==> src/hw/rtl/hedu_pkg.sv <==
// Shared types, constants and character helpers for the HTML entity decoder.
`default_nettype none

package hedu_pkg;

    localparam int MAX_BODY_DEF = 10;
    localparam int QUEUE_DEPTH  = 2;
    localparam int NAME_COUNT   = 6;

    localparam logic [7:0] CHR_AMP  = 8'h26;
    localparam logic [7:0] CHR_SEMI = 8'h3B;
    localparam logic [7:0] CHR_HASH = 8'h23;

    // Work for the back end, one entry per input item that yields bytes.
    typedef struct packed {
        logic        do_flush;   // '&' then the body
        logic        do_semi;    // ';' after the flush
        logic        do_utf;     // code point as UTF-8
        logic        do_lit;     // one plain byte
        logic [31:0] cp;
        logic [7:0]  lit;
    } hedu_cmd_t;

    typedef enum logic [2:0] {
        BK_AMP,
        BK_BODY,
        BK_SEMI,
        BK_UTF,
        BK_LIT
    } bk_phase_t;

    function automatic logic [2:0] name_len(input logic [2:0] idx);
        logic [2:0] len;
        case (idx)
            3'd0, 3'd1: len = 3'd2;
            3'd2:       len = 3'd3;
            3'd3, 3'd4, 3'd5: len = 3'd4;
            default:    len = 3'd0;
        endcase
        return len;
    endfunction

    function automatic logic [31:0] name_code(input logic [2:0] idx);
        logic [31:0] code;
        case (idx)
            3'd0:    code = 32'h3C;
            3'd1:    code = 32'h3E;
            3'd2:    code = 32'h26;
            3'd3:    code = 32'h22;
            3'd4:    code = 32'h27;
            3'd5:    code = 32'hA0;
            default: code = 32'h0;
        endcase
        return code;
    endfunction

    // Character k of name idx: lt gt amp quot apos nbsp.
    function automatic logic [7:0] name_char(input logic [2:0] idx, input logic [1:0] k);
        logic [31:0] txt;
        logic [7:0]  ch;
        case (idx)
            3'd0:    txt = {8'h00, 8'h00, "t", "l"};
            3'd1:    txt = {8'h00, 8'h00, "t", "g"};
            3'd2:    txt = {8'h00, "p", "m", "a"};
            3'd3:    txt = {"t", "o", "u", "q"};
            3'd4:    txt = {"s", "o", "p", "a"};
            3'd5:    txt = {"p", "s", "b", "n"};
            default: txt = 32'h0;
        endcase
        case (k)
            2'd0:    ch = txt[7:0];
            2'd1:    ch = txt[15:8];
            2'd2:    ch = txt[23:16];
            default: ch = txt[31:24];
        endcase
        return ch;
    endfunction

    // Digit value, or 16 when c is no digit of the base.
    function automatic logic [4:0] digit_of(input logic [7:0] c, input logic hex);
        logic [4:0] d;
        if (c >= "0" && c <= "9") begin
            d = 5'(c - 8'h30);
        end else if (hex && c >= "a" && c <= "f") begin
            d = 5'(c - 8'h57);
        end else if (hex && c >= "A" && c <= "F") begin
            d = 5'(c - 8'h37);
        end else begin
            d = 5'd16;
        end
        return d;
    endfunction

    function automatic logic is_body_byte(input logic [7:0] c);
        return (c >= "0" && c <= "9") || (c >= "A" && c <= "Z") ||
               (c >= "a" && c <= "z") || c == CHR_HASH;
    endfunction

    // Number of UTF-8 bytes minus one.
    function automatic logic [1:0] utf8_last(input logic [31:0] cp);
        logic [1:0] n;
        if (cp < 32'h80) begin
            n = 2'd0;
        end else if (cp < 32'h800) begin
            n = 2'd1;
        end else if (cp < 32'h10000) begin
            n = 2'd2;
        end else begin
            n = 2'd3;
        end
        return n;
    endfunction

    function automatic logic [7:0] utf8_byte(input logic [31:0] cp, input logic [1:0] k);
        logic [1:0] n;
        logic [1:0] sh;
        logic [5:0] six;
        logic [7:0] b;
        n  = utf8_last(cp);
        sh = n - k;
        case (sh)
            2'd0:    six = cp[5:0];
            2'd1:    six = cp[11:6];
            2'd2:    six = cp[17:12];
            default: six = 6'd0;
        endcase
        if (k == 2'd0) begin
            case (n)
                2'd0:    b = cp[7:0];
                2'd1:    b = 8'hC0 | 8'(cp >> 6);
                2'd2:    b = 8'hE0 | 8'(cp >> 12);
                default: b = 8'hF0 | 8'(cp >> 18);
            endcase
        end else begin
            b = {2'b10, six};
        end
        return b;
    endfunction

endpackage

`default_nettype wire

==> src/hw/rtl/hedu_front.sv <==
// Front end: accepts text bytes, tracks entity state and decodes bodies as they arrive.
`default_nettype none

module hedu_front import hedu_pkg::*; #(
    parameter int MAX_BODY = MAX_BODY_DEF,
    localparam int CNT_W  = $clog2(MAX_BODY + 1),
    localparam int BIDX_W = $clog2(MAX_BODY)
) (
    input  wire logic                      clk,
    input  wire logic                      rst_n,
    input  wire logic                      in_valid,
    output logic                           in_ready,
    input  wire logic [7:0]                in_byte,
    input  wire logic                      end_of_text,
    input  wire logic                      q_full,
    output logic                           q_push,
    output hedu_cmd_t                      q_cmd,
    output logic [MAX_BODY-1:0][7:0]       q_body,
    output logic [CNT_W-1:0]               q_cnt
);

    logic                       in_entity_reg, in_entity_next;
    logic [CNT_W-1:0]           cnt_reg, cnt_next;
    logic [MAX_BODY-1:0][7:0]   body_reg;
    logic                       num_reg, num_next;
    logic                       hex_reg, hex_next;
    logic                       stop_reg, stop_next;
    logic                       anyd_reg, anyd_next;
    logic [31:0]                cp_reg, cp_next;
    logic [NAME_COUNT-1:0]      match_reg, match_next;

    logic                       accept;
    logic                       store;
    logic [4:0]                 dg;
    logic                       name_hit;
    logic [31:0]                name_cp;
    logic                       code_ok;
    logic                       fresh;
    hedu_cmd_t                  cmd;

    assign in_ready = !q_full;
    assign accept   = in_valid && in_ready;
    assign dg       = digit_of(in_byte, hex_reg);

    always_comb
    begin
        name_hit = 1'b0;
        name_cp  = 32'h0;
        for (int i = 0; i < NAME_COUNT; i++)
        begin
            if (match_reg[i] && cnt_reg == CNT_W'(name_len(3'(i))))
            begin
                name_hit = 1'b1;
                name_cp  = name_code(3'(i));
            end
        end
        // num_reg and the name matches are current only once a body byte was seen
        code_ok = (cnt_reg != '0) && (num_reg ? anyd_reg : name_hit);
    end

    always_comb
    begin
        in_entity_next = in_entity_reg;
        cnt_next       = cnt_reg;
        num_next       = num_reg;
        hex_next       = hex_reg;
        stop_next      = stop_reg;
        anyd_next      = anyd_reg;
        cp_next        = cp_reg;
        match_next     = match_reg;
        store          = 1'b0;
        fresh          = 1'b1;
        cmd            = '0;
        cmd.lit        = in_byte;

        if (end_of_text)
        begin
            cmd.do_flush   = in_entity_reg;
            in_entity_next = 1'b0;
            cnt_next       = '0;
        end
        else
        begin
            if (in_entity_reg)
            begin
                if (in_byte == CHR_SEMI)
                begin
                    fresh          = 1'b0;
                    in_entity_next = 1'b0;
                    cnt_next       = '0;
                    if (code_ok)
                    begin
                        cmd.do_utf = 1'b1;
                        cmd.cp     = num_reg ? cp_reg : name_cp;
                    end
                    else
                    begin
                        cmd.do_flush = 1'b1;
                        cmd.do_semi  = 1'b1;
                    end
                end
                else if (is_body_byte(in_byte) && cnt_reg < CNT_W'(MAX_BODY))
                begin
                    fresh    = 1'b0;
                    store    = 1'b1;
                    cnt_next = cnt_reg + 1'b1;
                    for (int i = 0; i < NAME_COUNT; i++)
                    begin
                        match_next[i] = (cnt_reg == '0 || match_reg[i]) &&
                                        (cnt_reg < CNT_W'(name_len(3'(i)))) &&
                                        (name_char(3'(i), cnt_reg[1:0]) == in_byte);
                    end
                    if (cnt_reg == '0)
                    begin
                        num_next  = (in_byte == CHR_HASH);
                        hex_next  = 1'b0;
                        stop_next = 1'b0;
                        anyd_next = 1'b0;
                        cp_next   = 32'h0;
                    end
                    else if (num_reg && !stop_reg)
                    begin
                        if (cnt_reg == CNT_W'(1) && (in_byte == "x" || in_byte == "X"))
                        begin
                            hex_next = 1'b1;
                        end
                        else if (dg[4])
                        begin
                            stop_next = 1'b1;
                        end
                        else
                        begin
                            anyd_next = 1'b1;
                            cp_next   = hex_reg ? {cp_reg[27:0], dg[3:0]}
                                                : (cp_reg << 3) + (cp_reg << 1) + 32'(dg[3:0]);
                        end
                    end
                end
                else
                begin
                    cmd.do_flush   = 1'b1;
                    in_entity_next = 1'b0;
                    cnt_next       = '0;
                end
            end
            if (fresh)
            begin
                if (in_byte == CHR_AMP)
                begin
                    in_entity_next = 1'b1;
                    cnt_next       = '0;
                end
                else
                begin
                    cmd.do_lit = 1'b1;
                end
            end
        end
    end

    assign q_push = accept && (cmd.do_flush || cmd.do_utf || cmd.do_lit);
    assign q_cmd  = cmd;
    assign q_body = body_reg;
    assign q_cnt  = cnt_reg;

    always_ff @(posedge clk or negedge rst_n)
    begin
        if (!rst_n)
        begin
            in_entity_reg <= 1'b0;
            cnt_reg       <= '0;
            num_reg       <= 1'b0;
            hex_reg       <= 1'b0;
            stop_reg      <= 1'b0;
            anyd_reg      <= 1'b0;
            match_reg     <= '0;
        end
        else if (accept)
        begin
            in_entity_reg <= in_entity_next;
            cnt_reg       <= cnt_next;
            num_reg       <= num_next;
            hex_reg       <= hex_next;
            stop_reg      <= stop_next;
            anyd_reg      <= anyd_next;
            match_reg     <= match_next;
        end
    end

    always_ff @(posedge clk)
    begin
        if (accept)
        begin
            cp_reg <= cp_next;
        end
        if (accept && store)
        begin
            body_reg[cnt_reg[BIDX_W-1:0]] <= in_byte;
        end
    end

endmodule

`default_nettype wire

==> src/hw/rtl/hedu_queue.sv <==
// Command queue between front and back end, each entry with its body snapshot.
`default_nettype none

module hedu_queue import hedu_pkg::*; #(
    parameter int MAX_BODY = MAX_BODY_DEF,
    localparam int CNT_W = $clog2(MAX_BODY + 1),
    localparam int PTR_W = $clog2(QUEUE_DEPTH)
) (
    input  wire logic                      clk,
    input  wire logic                      rst_n,
    input  wire logic                      push,
    input  wire hedu_cmd_t                 push_cmd,
    input  wire logic [MAX_BODY-1:0][7:0]  push_body,
    input  wire logic [CNT_W-1:0]          push_cnt,
    input  wire logic                      pop,
    output hedu_cmd_t                      head_cmd,
    output logic [MAX_BODY-1:0][7:0]       head_body,
    output logic [CNT_W-1:0]               head_cnt,
    output logic                           empty,
    output logic                           full
);

    hedu_cmd_t                  cmd_mem  [QUEUE_DEPTH];
    logic [MAX_BODY-1:0][7:0]   body_mem [QUEUE_DEPTH];
    logic [CNT_W-1:0]           cnt_mem  [QUEUE_DEPTH];
    logic [PTR_W-1:0]           wr_ptr_reg;
    logic [PTR_W-1:0]           rd_ptr_reg;
    logic [PTR_W:0]             count_reg;

    assign empty     = (count_reg == '0);
    assign full      = (count_reg == (PTR_W + 1)'(QUEUE_DEPTH));
    assign head_cmd  = cmd_mem[rd_ptr_reg];
    assign head_body = body_mem[rd_ptr_reg];
    assign head_cnt  = cnt_mem[rd_ptr_reg];

    always_ff @(posedge clk)
    begin
        if (push)
        begin
            cmd_mem[wr_ptr_reg]  <= push_cmd;
            body_mem[wr_ptr_reg] <= push_body;
            cnt_mem[wr_ptr_reg]  <= push_cnt;
        end
    end

    always_ff @(posedge clk or negedge rst_n)
    begin
        if (!rst_n)
        begin
            wr_ptr_reg <= '0;
            rd_ptr_reg <= '0;
            count_reg  <= '0;
        end
        else
        begin
            if (push)
            begin
                wr_ptr_reg <= wr_ptr_reg + 1'b1;
            end
            if (pop)
            begin
                rd_ptr_reg <= rd_ptr_reg + 1'b1;
            end
            if (push && !pop)
            begin
                count_reg <= count_reg + 1'b1;
            end
            else if (pop && !push)
            begin
                count_reg <= count_reg - 1'b1;
            end
        end
    end

endmodule

`default_nettype wire

==> src/hw/rtl/hedu_back.sv <==
// Back end: walks the head command byte by byte into the output register.
`default_nettype none

module hedu_back import hedu_pkg::*; #(
    parameter int MAX_BODY = MAX_BODY_DEF,
    localparam int CNT_W  = $clog2(MAX_BODY + 1),
    localparam int BIDX_W = $clog2(MAX_BODY)
) (
    input  wire logic                      clk,
    input  wire logic                      rst_n,
    input  wire hedu_cmd_t                 head_cmd,
    input  wire logic [MAX_BODY-1:0][7:0]  head_body,
    input  wire logic [CNT_W-1:0]          head_cnt,
    input  wire logic                      empty,
    output logic                           pop,
    output logic                           out_valid,
    input  wire logic                      out_ready,
    output logic [7:0]                     out_byte,
    output logic                           last
);

    bk_phase_t          phase_reg, phase_next;
    logic               busy_reg, busy_next;
    logic [BIDX_W-1:0]  idx_reg, idx_next;
    logic               out_valid_reg, out_valid_next;
    logic [7:0]         out_byte_reg, out_byte_next;
    logic               last_reg, last_next;

    bk_phase_t          cur_phase;
    logic [BIDX_W-1:0]  cur_idx;
    logic               fire;
    logic               done;
    logic [7:0]         cur_byte;
    bk_phase_t          after_flush;

    assign fire = !empty && (!out_valid_reg || out_ready);

    always_comb
    begin
        if (busy_reg)
        begin
            cur_phase = phase_reg;
        end
        else if (head_cmd.do_flush)
        begin
            cur_phase = BK_AMP;
        end
        else if (head_cmd.do_utf)
        begin
            cur_phase = BK_UTF;
        end
        else
        begin
            cur_phase = BK_LIT;
        end
        cur_idx = busy_reg ? idx_reg : '0;
        after_flush = head_cmd.do_semi ? BK_SEMI : BK_LIT;
    end

    always_comb
    begin
        phase_next     = phase_reg;
        busy_next      = busy_reg;
        idx_next       = idx_reg;
        out_valid_next = out_valid_reg && !out_ready;
        out_byte_next  = out_byte_reg;
        last_next      = last_reg;
        done           = 1'b0;
        cur_byte       = head_cmd.lit;
        phase_next     = cur_phase;

        unique case (cur_phase)
            BK_AMP:
            begin
                cur_byte = CHR_AMP;
                idx_next = '0;
                if (head_cnt != '0)
                begin
                    phase_next = BK_BODY;
                end
                else if (head_cmd.do_semi || head_cmd.do_lit)
                begin
                    phase_next = after_flush;
                end
                else
                begin
                    done = 1'b1;
                end
            end
            BK_BODY:
            begin
                cur_byte = head_body[cur_idx];
                if (CNT_W'(cur_idx) == head_cnt - 1'b1)
                begin
                    if (head_cmd.do_semi || head_cmd.do_lit)
                    begin
                        phase_next = after_flush;
                    end
                    else
                    begin
                        done = 1'b1;
                    end
                end
                else
                begin
                    idx_next = cur_idx + 1'b1;
                end
            end
            BK_SEMI:
            begin
                cur_byte = CHR_SEMI;
                done     = 1'b1;
            end
            BK_UTF:
            begin
                cur_byte = utf8_byte(head_cmd.cp, cur_idx[1:0]);
                idx_next = cur_idx + 1'b1;
                done     = (cur_idx[1:0] == utf8_last(head_cmd.cp));
            end
            BK_LIT:
            begin
                cur_byte = head_cmd.lit;
                done     = 1'b1;
            end
            default:
            begin
                done = 1'b1;
            end
        endcase

        if (fire)
        begin
            out_valid_next = 1'b1;
            out_byte_next  = cur_byte;
            last_next      = done;
            busy_next      = !done;
        end
        else
        begin
            phase_next = phase_reg;
            idx_next   = idx_reg;
        end
    end

    assign pop       = fire && done;
    assign out_valid = out_valid_reg;
    assign out_byte  = out_byte_reg;
    assign last      = last_reg;

    always_ff @(posedge clk or negedge rst_n)
    begin
        if (!rst_n)
        begin
            phase_reg     <= BK_AMP;
            busy_reg      <= 1'b0;
            idx_reg       <= '0;
            out_valid_reg <= 1'b0;
        end
        else
        begin
            phase_reg     <= phase_next;
            busy_reg      <= busy_next;
            idx_reg       <= idx_next;
            out_valid_reg <= out_valid_next;
        end
    end

    always_ff @(posedge clk)
    begin
        out_byte_reg <= out_byte_next;
        last_reg     <= last_next;
    end

endmodule

`default_nettype wire

==> src/hw/rtl/html_entity_utf8_decoder_core.sv <==
// Accepted items pass through the command queue into the registered output.
// Throughput: one input byte a cycle while each item yields at most one byte and
// out_ready holds; the back end sends one output byte a cycle while out_ready holds,
// an item of N bytes holds it until all are sent, and the two-entry command queue
// stalls the input once it fills. Reset: rst_n clears entity state, queue pointers
// and output valid; the body buffer is not reset.
`default_nettype none

module html_entity_utf8_decoder_core import hedu_pkg::*; #(
    parameter int MAX_BODY = MAX_BODY_DEF
) (
    input  wire logic       clk,
    input  wire logic       rst_n,
    input  wire logic       in_valid,
    output logic            in_ready,
    input  wire logic [7:0] in_byte,
    input  wire logic       end_of_text,
    output logic            out_valid,
    input  wire logic       out_ready,
    output logic [7:0]      out_byte,
    output logic            last
);

    localparam int CNT_W = $clog2(MAX_BODY + 1);

    logic                       q_push;
    logic                       q_pop;
    logic                       q_full;
    logic                       q_empty;
    hedu_cmd_t                  push_cmd;
    logic [MAX_BODY-1:0][7:0]   push_body;
    logic [CNT_W-1:0]           push_cnt;
    hedu_cmd_t                  head_cmd;
    logic [MAX_BODY-1:0][7:0]   head_body;
    logic [CNT_W-1:0]           head_cnt;

    hedu_front #(.MAX_BODY(MAX_BODY)) u_front (
        .clk         (clk),
        .rst_n       (rst_n),
        .in_valid    (in_valid),
        .in_ready    (in_ready),
        .in_byte     (in_byte),
        .end_of_text (end_of_text),
        .q_full      (q_full),
        .q_push      (q_push),
        .q_cmd       (push_cmd),
        .q_body      (push_body),
        .q_cnt       (push_cnt)
    );

    hedu_queue #(.MAX_BODY(MAX_BODY)) u_queue (
        .clk       (clk),
        .rst_n     (rst_n),
        .push      (q_push),
        .push_cmd  (push_cmd),
        .push_body (push_body),
        .push_cnt  (push_cnt),
        .pop       (q_pop),
        .head_cmd  (head_cmd),
        .head_body (head_body),
        .head_cnt  (head_cnt),
        .empty     (q_empty),
        .full      (q_full)
    );

    hedu_back #(.MAX_BODY(MAX_BODY)) u_back (
        .clk       (clk),
        .rst_n     (rst_n),
        .head_cmd  (head_cmd),
        .head_body (head_body),
        .head_cnt  (head_cnt),
        .empty     (q_empty),
        .pop       (q_pop),
        .out_valid (out_valid),
        .out_ready (out_ready),
        .out_byte  (out_byte),
        .last      (last)
    );

`ifndef SYNTHESIS
    a_no_push_when_full: assert property (@(posedge clk) disable iff (!rst_n)
        q_push |-> !q_full)
        else $error("command pushed into a full queue");

    a_no_pop_when_empty: assert property (@(posedge clk) disable iff (!rst_n)
        q_pop |-> !q_empty)
        else $error("command popped from an empty queue");

    a_full_xor_empty: assert property (@(posedge clk) disable iff (!rst_n)
        !(q_full && q_empty))
        else $error("queue reports full and empty together");

    a_pop_sets_last: assert property (@(posedge clk) disable iff (!rst_n)
        q_pop |=> (out_valid && last))
        else $error("final byte of an item not marked last");
`endif

endmodule

`default_nettype wire
==> config.mk <==
export PLATFORM = sky130hd
export DESIGN_NAME = html_entity_utf8_decoder_core
export DESIGN_NICKNAME = d
export VERILOG_FILES = /design/src/hw/rtl/hedu_pkg.sv /design/src/hw/rtl/hedu_front.sv /design/src/hw/rtl/hedu_queue.sv /design/src/hw/rtl/hedu_back.sv /design/src/hw/rtl/html_entity_utf8_decoder_core.sv
export SDC_FILE = /design/constraint.sdc
export NUM_CORES = 1
export LEC_CHECK = 0
export ABC_AREA = 1
export BUFFER_PORTS_ARGS = -buffer_cell sky130_fd_sc_hd__buf_2
export CORE_MARGIN = 2
export CORE_UTILIZATION = 35
export CTS_CLUSTER_SIZE = 10
export DETAILED_ROUTE_END_ITERATION = 10
export HOLD_SLACK_MARGIN = 0.06
export SYNTH_ARGS = -nofsm -noshare
export SYNTH_HDL_FRONTEND = slang
export SYNTH_SLANG_ARGS = --single-unit
==> constraint.sdc <==
create_clock -name clk -period 9.7 [get_ports clk]
set_input_delay 0.485 -clock clk [delete_from_list [all_inputs] [get_ports clk]]
set_output_delay 0.485 -clock clk [all_outputs]
set_load 0.01 [all_outputs]
Word-level counts from Yosys, hierarchy flattened
Memory sizes are Yosys's and may differ from the RTL's.
Cells that the tools add are included.
W data, S select, Z words.
{"block": "word_totals", "input_bits": 13, "output_inout_bits": 11, "ramBits": 256, "ff_bits": 149, "n_memories": 3, "word_cells": 309}
{"block": "classes", "n_mux": 136, "n_reduce_logical": 80, "n_addsub": 13, "magnitude_cmp": 18, "n_bitwise": 2, "n_eq_ne": 30}
{"memory": "u_queue.body_mem", "words": 2, "word_bits": 80, "rd": 1, "rd_clocked_by_memory_dff": 0, "write_ports": 1, "line_no": "hedu_queue.sv:24", "text": "logic [MAX_BODY-1:0][7:0] body_mem [QUEUE_DEPTH];"}
{"memory": "u_queue.cmd_mem", "words": 2, "word_bits": 44, "rd": 1, "rd_clocked_by_memory_dff": 0, "write_ports": 1, "line_no": "hedu_queue.sv:23", "text": "hedu_cmd_t cmd_mem [QUEUE_DEPTH];"}
{"memory": "u_queue.cnt_mem", "words": 2, "word_bits": 4, "rd": 1, "rd_clocked_by_memory_dff": 0, "write_ports": 1, "line_no": "hedu_queue.sv:25", "text": "logic [CNT_W-1:0] cnt_mem [QUEUE_DEPTH];"}
{"operator": "$mux W32", "n": 8}
{"operator": "$mux W8", "n": 28}
{"operator": "$bwmux W80", "n": 1}
{"operator": "$mux W3", "n": 20}
{"operator": "$eq A8 B8 Y1", "n": 6}
{"operator": "$pmux W5 S3", "n": 3}
{"operator": "$mux W1", "n": 41}
{"operator": "$logic_and A1 B1 Y1", "n": 38}
{"operator": "$mux W35", "n": 1}
{"operator": "$add A32 B32 Y32", "n": 1}
{"operator": "$add A32 B4 Y32", "n": 1}
{"operator": "$bmux W8 S4", "n": 1}
{"operator": "$demux W8 S4", "n": 1}
{"operator": "$le A8 B7 Y1 const B", "n": 4}
{"operator": "$lt A32 B12 Y1 const B", "n": 1}
{"operator": "$lt A32 B17 Y1 const B", "n": 1}
{"operator": "$lt A32 B8 Y1 const B", "n": 1}
{"operator": "$mux W4", "n": 8}
{"operator": "$pmux W8 S4", "n": 1}
{"operator": "$mux W6", "n": 5}
{"operator": "$pmux W7 S2", "n": 2}
{"operator": "$eq A8 B6 Y1 const B", "n": 3}
{"operator": "$pmux W8 S3", "n": 1}
{"operator": "$pmux W7 S3", "n": 1}
{"operator": "other kinds (46)", "n": 101}

Logic depth before layout (Yosys ltp)
{"block": "depth", "ltp_word": 21, "depth_mapped": 27}

Hierarchy
Synthesis repeated with hierarchy kept, for this count alone.
{"block": "unflattened", "cells_unflattened": 1792, "area_unflattened_um2": 20164.3}
{"mod": "hedu_queue", "cells_per_inst": 423, "n_inst": 1, "area_each_um2": 9486.6, "seq_area_each_um2": 7787.5}
{"mod": "hedu_front", "cells_per_inst": 952, "n_inst": 1, "area_each_um2": 8186.6, "seq_area_each_um2": 3738.6}
{"mod": "hedu_back", "cells_per_inst": 417, "n_inst": 1, "area_each_um2": 2491.1, "seq_area_each_um2": 495.5}

Least setup slack after synthesis
Ideal clock, no wire load.
{"block": "synth_path", "path_type": "input -> register", "start": "input port in_byte[0]", "end": "memory u_queue.body_mem[1][0] in the netlist's numbering (enable)", "arrival_ns": 7.454, "path_buffers": 1, "slack_ns": 1.629, "cell_stages": 15, "required_ns": 9.084, "path_cell_list": "clkbuf_1 > clkinv_1 > ha_1 > inv_1 > nand3b_1 > and3_1 > nor2_1 > nand3_1 > nand2_2 > nand2_1 > nand2_1 > nand3_1 > nand2_1 > nand2_1 > nor2_1"}
{"block": "synth_via", "elab_chain_cells": 16}
{"item": "start, declared", "line_no": "html_entity_utf8_decoder_core.sv:16", "text": "input wire logic [7:0] in_byte,"}
{"item": "$ge A8 B6 Y1 (tied with other cells)", "line_no": "hedu_pkg.sv:95", "text": "return (c >= \"0\" && c <= \"9\") || (c >= \"A\" && c <= \"Z\") ||"}
{"item": "$logic_and A1 B1 Y1", "line_no": "hedu_pkg.sv:95"}
{"item": "$logic_or A1 B1 Y1 (2 in series)", "line_no": "hedu_pkg.sv:95"}
{"item": "$logic_or A1 B1 Y1", "line_no": "hedu_pkg.sv:96", "text": "(c >= \"a\" && c <= \"z\") || c == CHR_HASH;"}
{"item": "$logic_and A1 B1 Y1", "line_no": "hedu_front.sv:102", "text": "else if (is_body_byte(in_byte) && cnt_reg < CNT_W'(MAX_BODY))"}
{"item": "$mux W1", "line_no": "hedu_front.sv:102"}
{"item": "$mux W1", "line_no": "hedu_front.sv:86", "text": "if (in_byte == CHR_SEMI)"}
{"item": "$mux W1", "line_no": "hedu_front.sv:84", "text": "if (in_entity_reg)"}
{"item": "$mux W1", "line_no": "hedu_front.sv:76", "text": "if (end_of_text)"}
{"item": "$mux W1", "line_no": "hedu_front.sv:146", "text": "if (fresh)"}
{"item": "$mux W35", "line_no": "hedu_front.sv:76"}
{"item": "$logic_or A1 B1 Y1 (*)", "line_no": "hedu_front.sv:161", "text": "assign q_push = accept && (cmd.do_flush || cmd.do_utf || cmd.do_lit);"}
{"item": "$logic_and A1 B1 Y1 (*)", "line_no": "hedu_front.sv:161"}
{"item": "$mux W1 (*)", "line_no": "hedu_queue.sv:38", "text": "if (push)"}
{"item": "$mux W1 (implied by the code) (*)", "line_no": "hedu_queue.sv:41", "text": "body_mem[wr_ptr_reg] <= push_body;"}
{"item": "end, declared", "line_no": "hedu_queue.sv:24"}
Mark *: on every way between the ends. The rest lies on a longest branch, timed or not. The select of a mux whose other input is x is not followed.

Final worst setup path
{"block": "layout_path", "start": "input port in_byte[0]", "end": "register u_front.cp_reg[28], data pin"}
{"block": "layout_via", "elab_chain_cells": 11}
{"item": "$ge A8 B7 Y1", "line_no": "hedu_pkg.sv:86", "text": "end else if (hex && c >= \"A\" && c <= \"F\") begin"}
{"item": "$logic_and A1 B1 Y1 (2 in series)", "line_no": "hedu_pkg.sv:86"}
{"item": "$mux W5", "line_no": "hedu_pkg.sv:86"}
{"item": "$mux W5", "line_no": "hedu_pkg.sv:84", "text": "end else if (hex && c >= \"a\" && c <= \"f\") begin"}
{"item": "$mux W5 (*)", "line_no": "hedu_pkg.sv:82", "text": "if (c >= \"0\" && c <= \"9\") begin"}
{"item": "$add A32 B4 Y32 (*)", "line_no": "hedu_front.sv:135", "text": ": (cp_reg << 3) + (cp_reg << 1) + 32'(dg[3:0]);"}
{"item": "$mux W32 (*)", "line_no": "hedu_front.sv:134", "text": "cp_next = hex_reg ? {cp_reg[27:0], dg[3:0]}"}
{"item": "$mux W32 (*)", "line_no": "hedu_front.sv:127", "text": "else if (dg[4])"}
{"item": "$mux W32 (*)", "line_no": "hedu_front.sv:123", "text": "if (cnt_reg == CNT_W'(1) && (in_byte == \"x\" || in_byte == \"X\"))"}
{"item": "$mux W32 (*)", "line_no": "hedu_front.sv:121", "text": "else if (num_reg && !stop_reg)"}
{"item": "end signal, assigned", "line_no": "hedu_front.sv:194", "text": "cp_reg <= cp_next;"}
{"item": "end, declared", "line_no": "hedu_front.sv:29", "text": "logic [31:0] cp_reg, cp_next;"}
Marks and branches as above.
A chain may end at the register's enable or synchronous reset.

==> flow_metrics.env <==
export IMPL_outcome="finished, final reports clean"
export IMPL_rsz0062_at_grt="no"
export IMPL_area_growth_pct=11.76
export IMPL_clockBufferDepth=3
export IMPL_yosysTopAreaCellShare_pct=58.22
export IMPL_critPathCaptureType="flip-flop"
export IMPL_layout_commonest_cell="edfxtp_1"
export IMPL_drt_iter0_markers=1093
export IMPL_seqPwrFrac_pct=43.6
export IMPL_yosys_top_cells_area="edfxtp_1 58%, nand2_1 5.5%, ha_1 4.7%"
export IMPL_coreArea_um2=54990
export IMPL_postPlaceCellArea_um2=20310
export IMPL_avgViaCountPerCell=5.111
export IMPL_h_tree_depth=2
export IMPL_ant_nets=0
export IMPL_crit_top_cell="inv_1"
export IMPL_cts_made_buffers=47
export IMPL_power_mw=5.087
export IMPL_final_nets=1928
export IMPL_cts_tree="done"
export IMPL_pwr_share_comb_pct=24.6
export IMPL_timing_final_ws_setup_ns=4.859
export IMPL_worst_ep_required_time_ns=10.01
export IMPL_fin_skew_ns=0.02420
export IMPL_cts_hold_buffers=1
export IMPL_startpoint_type="input pin"
export IMPL_syn_cell_area_um2=19440
export IMPL_syn_num_nets=1906
export IMPL_setup_tns_ns=0
export IMPL_drt_met1_wl_um=22160
export IMPL_vdd_drop_max_mv=0.1271
export IMPL_slowest_stage="fa_1"
export IMPL_drive_gt1_share_pct=7.942
export IMPL_ys_seq_area_share_pct=61.83
export IMPL_port_buffers=23
export IMPL_first_global_vias=13100
export IMPL_clk_latency_ns=0.57
export IMPL_num_antenna_cells=0
export IMPL_overflow=0
export IMPL_worst_pin_slew_ns=1.230
export IMPL_synth_top_cell_by_area="edfxtp_1"
export IMPL_drt_wl_total_um=47220
export IMPL_dp_slack_ns=4.310
export IMPL_async_flop_share_pct=6.914
export IMPL_cp_cell_sequence="buf_2 -> clkinv_1 -> ha_1 -> inv_1 -> nand3b_1 -> and3_1 -> inv_1 -> nand3_1 -> o21ai_0 -> inv_1 -> fa_1 -> inv_1 -> fa_1 -> o21ai_1 -> a21oi_1 -> o21ai_1 -> nand3_1 -> nand3_1 -> a21o_1 -> nor2_1 -> o21ai_1 -> inv_1"
export IMPL_cellLeakagePower_nw=8.332
export IMPL_synth_ff_type="edfxtp_1"
export IMPL_postCtsSetupBuffers=0
export IMPL_final_cell_mix="377 x edfxtp_1, 283 x nand2_1, 201 x nor2_1"
export IMPL_dp_hpwl_um=30570
export IMPL_utilization_pct=39.52
export IMPL_final_period_utilization_pct=49.91
export IMPL_grt_pass1_wl_um=74150
export IMPL_multi_input_area_um2=6401
export IMPL_cts_resized=0
export IMPL_ff_latch_area_um2=12030
export IMPL_gp_congestion=0.8692
export IMPL_num_rows=86
export IMPL_grt_max_degree=74
export IMPL_crit_fanout=22
export IMPL_largest_reg_flops=160
export IMPL_netSwitchingFraction_pct=32.91
export IMPL_hold_viol_final=0
export IMPL_cp_data_arrival_time_ns=5.15
export IMPL_dr_max_layer_used="met5"
export IMPL_die_h_um=239.7
export IMPL_cts_sinks=405
export IMPL_yosysUniqueCellTypes=62
export IMPL_whs_ns=0.2817
export IMPL_slowest_delay_ns=0.51
export IMPL_hold_path_class="in -> reg"
export IMPL_fin_area_um2=21730
export IMPL_maxCapViolations=0
export IMPL_final_cells=2624
export IMPL_switching_power_mw=1.674
export IMPL_root_buffer="clkbuf_16"
export IMPL_critical_path_class="in -> reg"
export IMPL_ios=24
export IMPL_slew_headroom_pct=17.35
export IMPL_initial_core_util_pct=35.36
export IMPL_slew_viol_final=0
export IMPL_die_x_um=239.7
export IMPL_power_density_nw_per_um2=234.1
export IMPL_setup_viol=0
export IMPL_ys_seq_elements=405
export IMPL_intPower_mw=3.413
export IMPL_grt_antenna_before_repair=2
export IMPL_regMostFlops="u_queue.body_mem"
export IMPL_syn_inst=1818
export IMPL_met2_length_um=21090
export IMPL_synth_area_per_cell_um2=10.70
export IMPL_n_fill_cell=5257
export IMPL_clkPwrFrac_pct=31.8
export IMPL_routed_via_count=13410
export IMPL_wl_per_cell_um=18.00
export IMPL_ys_warn_count=0
export IMPL_synth_edf_count=377
export IMPL_drc=0
export IMPL_min_period_ns=4.841
export IMPL_dieArea_um2=57450
export IMPL_grt_use_total_pct=16.62
export IMPL_fmax_mhz=206.6
export IMPL_clk_pin_slew_ns=0.05
export IMPL_dr_wl_met3_um=2480
export IMPL_dpl_cell_count=2538
export IMPL_drtPass1Iterations=5
cells by family after synthesis:
logic type               Yosys count  share of synthesized area, %
flip-flops                       405                         61.83
AND/OR/NAND/NOR                  653                         14.54
adder cells (fa/ha/maj)           75                         4.904
multiplexers                       4                        0.2059
buffers and inverters            259                         5.483
XOR/XNOR                          33                         1.486
AO/OA/AOI/OAI                    389                         11.56
path summary, 6_finish.rpt:
kind	end	cells after the start	slack, ns	from
min	u_queue.cmd_mem[1][42]$_DFFE_PP_	2	0.28	end_of_text
max	u_front.cp_reg[28]$_SDFFCE_PP0P_	22	4.86	in_byte[0]
min reg2reg	u_queue.body_mem[1][74]$_DFFE_PP_	0	0.44	u_front.q_body[74]$_DFFE_PP_
max reg2reg	u_queue.count_reg[1]$_DFFE_PN0P_	15	5.55	u_queue.rd_ptr_reg$_DFFE_PN0P_
max in group asynchronous	u_queue.rd_ptr_reg$_DFFE_PN0P_	2	8.62	rst_n
min in group asynchronous	u_front.match_reg[5]$_DFFE_PN0P_	2	0.54	rst_n
synthesized netlist by cell type (5+ instances only):
cell	count
a31oi_1	11
xor2_1	22
nand3_1	75
xnor2_1	11
nand2_2	9
o31ai_1	7
buf_6	7
clkbuf_1	27
buf_1	5
nand4_1	22
nor2_1	203
a21o_1	6
o21ai_2	5
a211oi_1	5
o221ai_1	10
o21ai_0	163
nand2_1	283
nand3b_1	5
buf_2	21
edfxtp_1	377
o211ai_1	17
nor3_1	28
o22ai_1	36
inv_2	9
inv_1	181
dfrtp_1	28
o21ai_1	12
a21oi_1	88
o21a_1	6
ha_1	73
critical path: cells and delay by family:
kind	cells	cell delay [ns]
fa+ha+maj	3	1.29
compound gates	6	1.28
buf+inv	7	1.27
simple gates	6	0.79
power groups by stage:
stage               clock network (mW)  logic (mW)  registers [mW]
global placement                     0        1.24            2.24
floorplan                            0       0.900            2.22
finish                            1.62        1.25            2.22
CTS                               1.66        1.26            2.22
detailed placement                   0        1.26            2.25
global route                      1.72        1.40            2.23
per-layer routing:
metal | GRT usage, % | vias up
li1 | - | 6455
met1 | 23.74 | 6491
met2 | 25.55 | 375
met3 | 2.512 | 87
met4 | 6.117 | 4
met5 | 0 | -
final cells by class:
type	instances	area share, %
Clock buffer	80	6.224
Sequential cell	405	55.34
Tap cell	748	4.307
Inverter	196	3.414
Clock inverter	5	0.2706
Multi-Input combinational cell	1154	29.46
Timing Repair Buffer	36	0.9903
No activity file was read; power rests on OpenSTA's default activity.
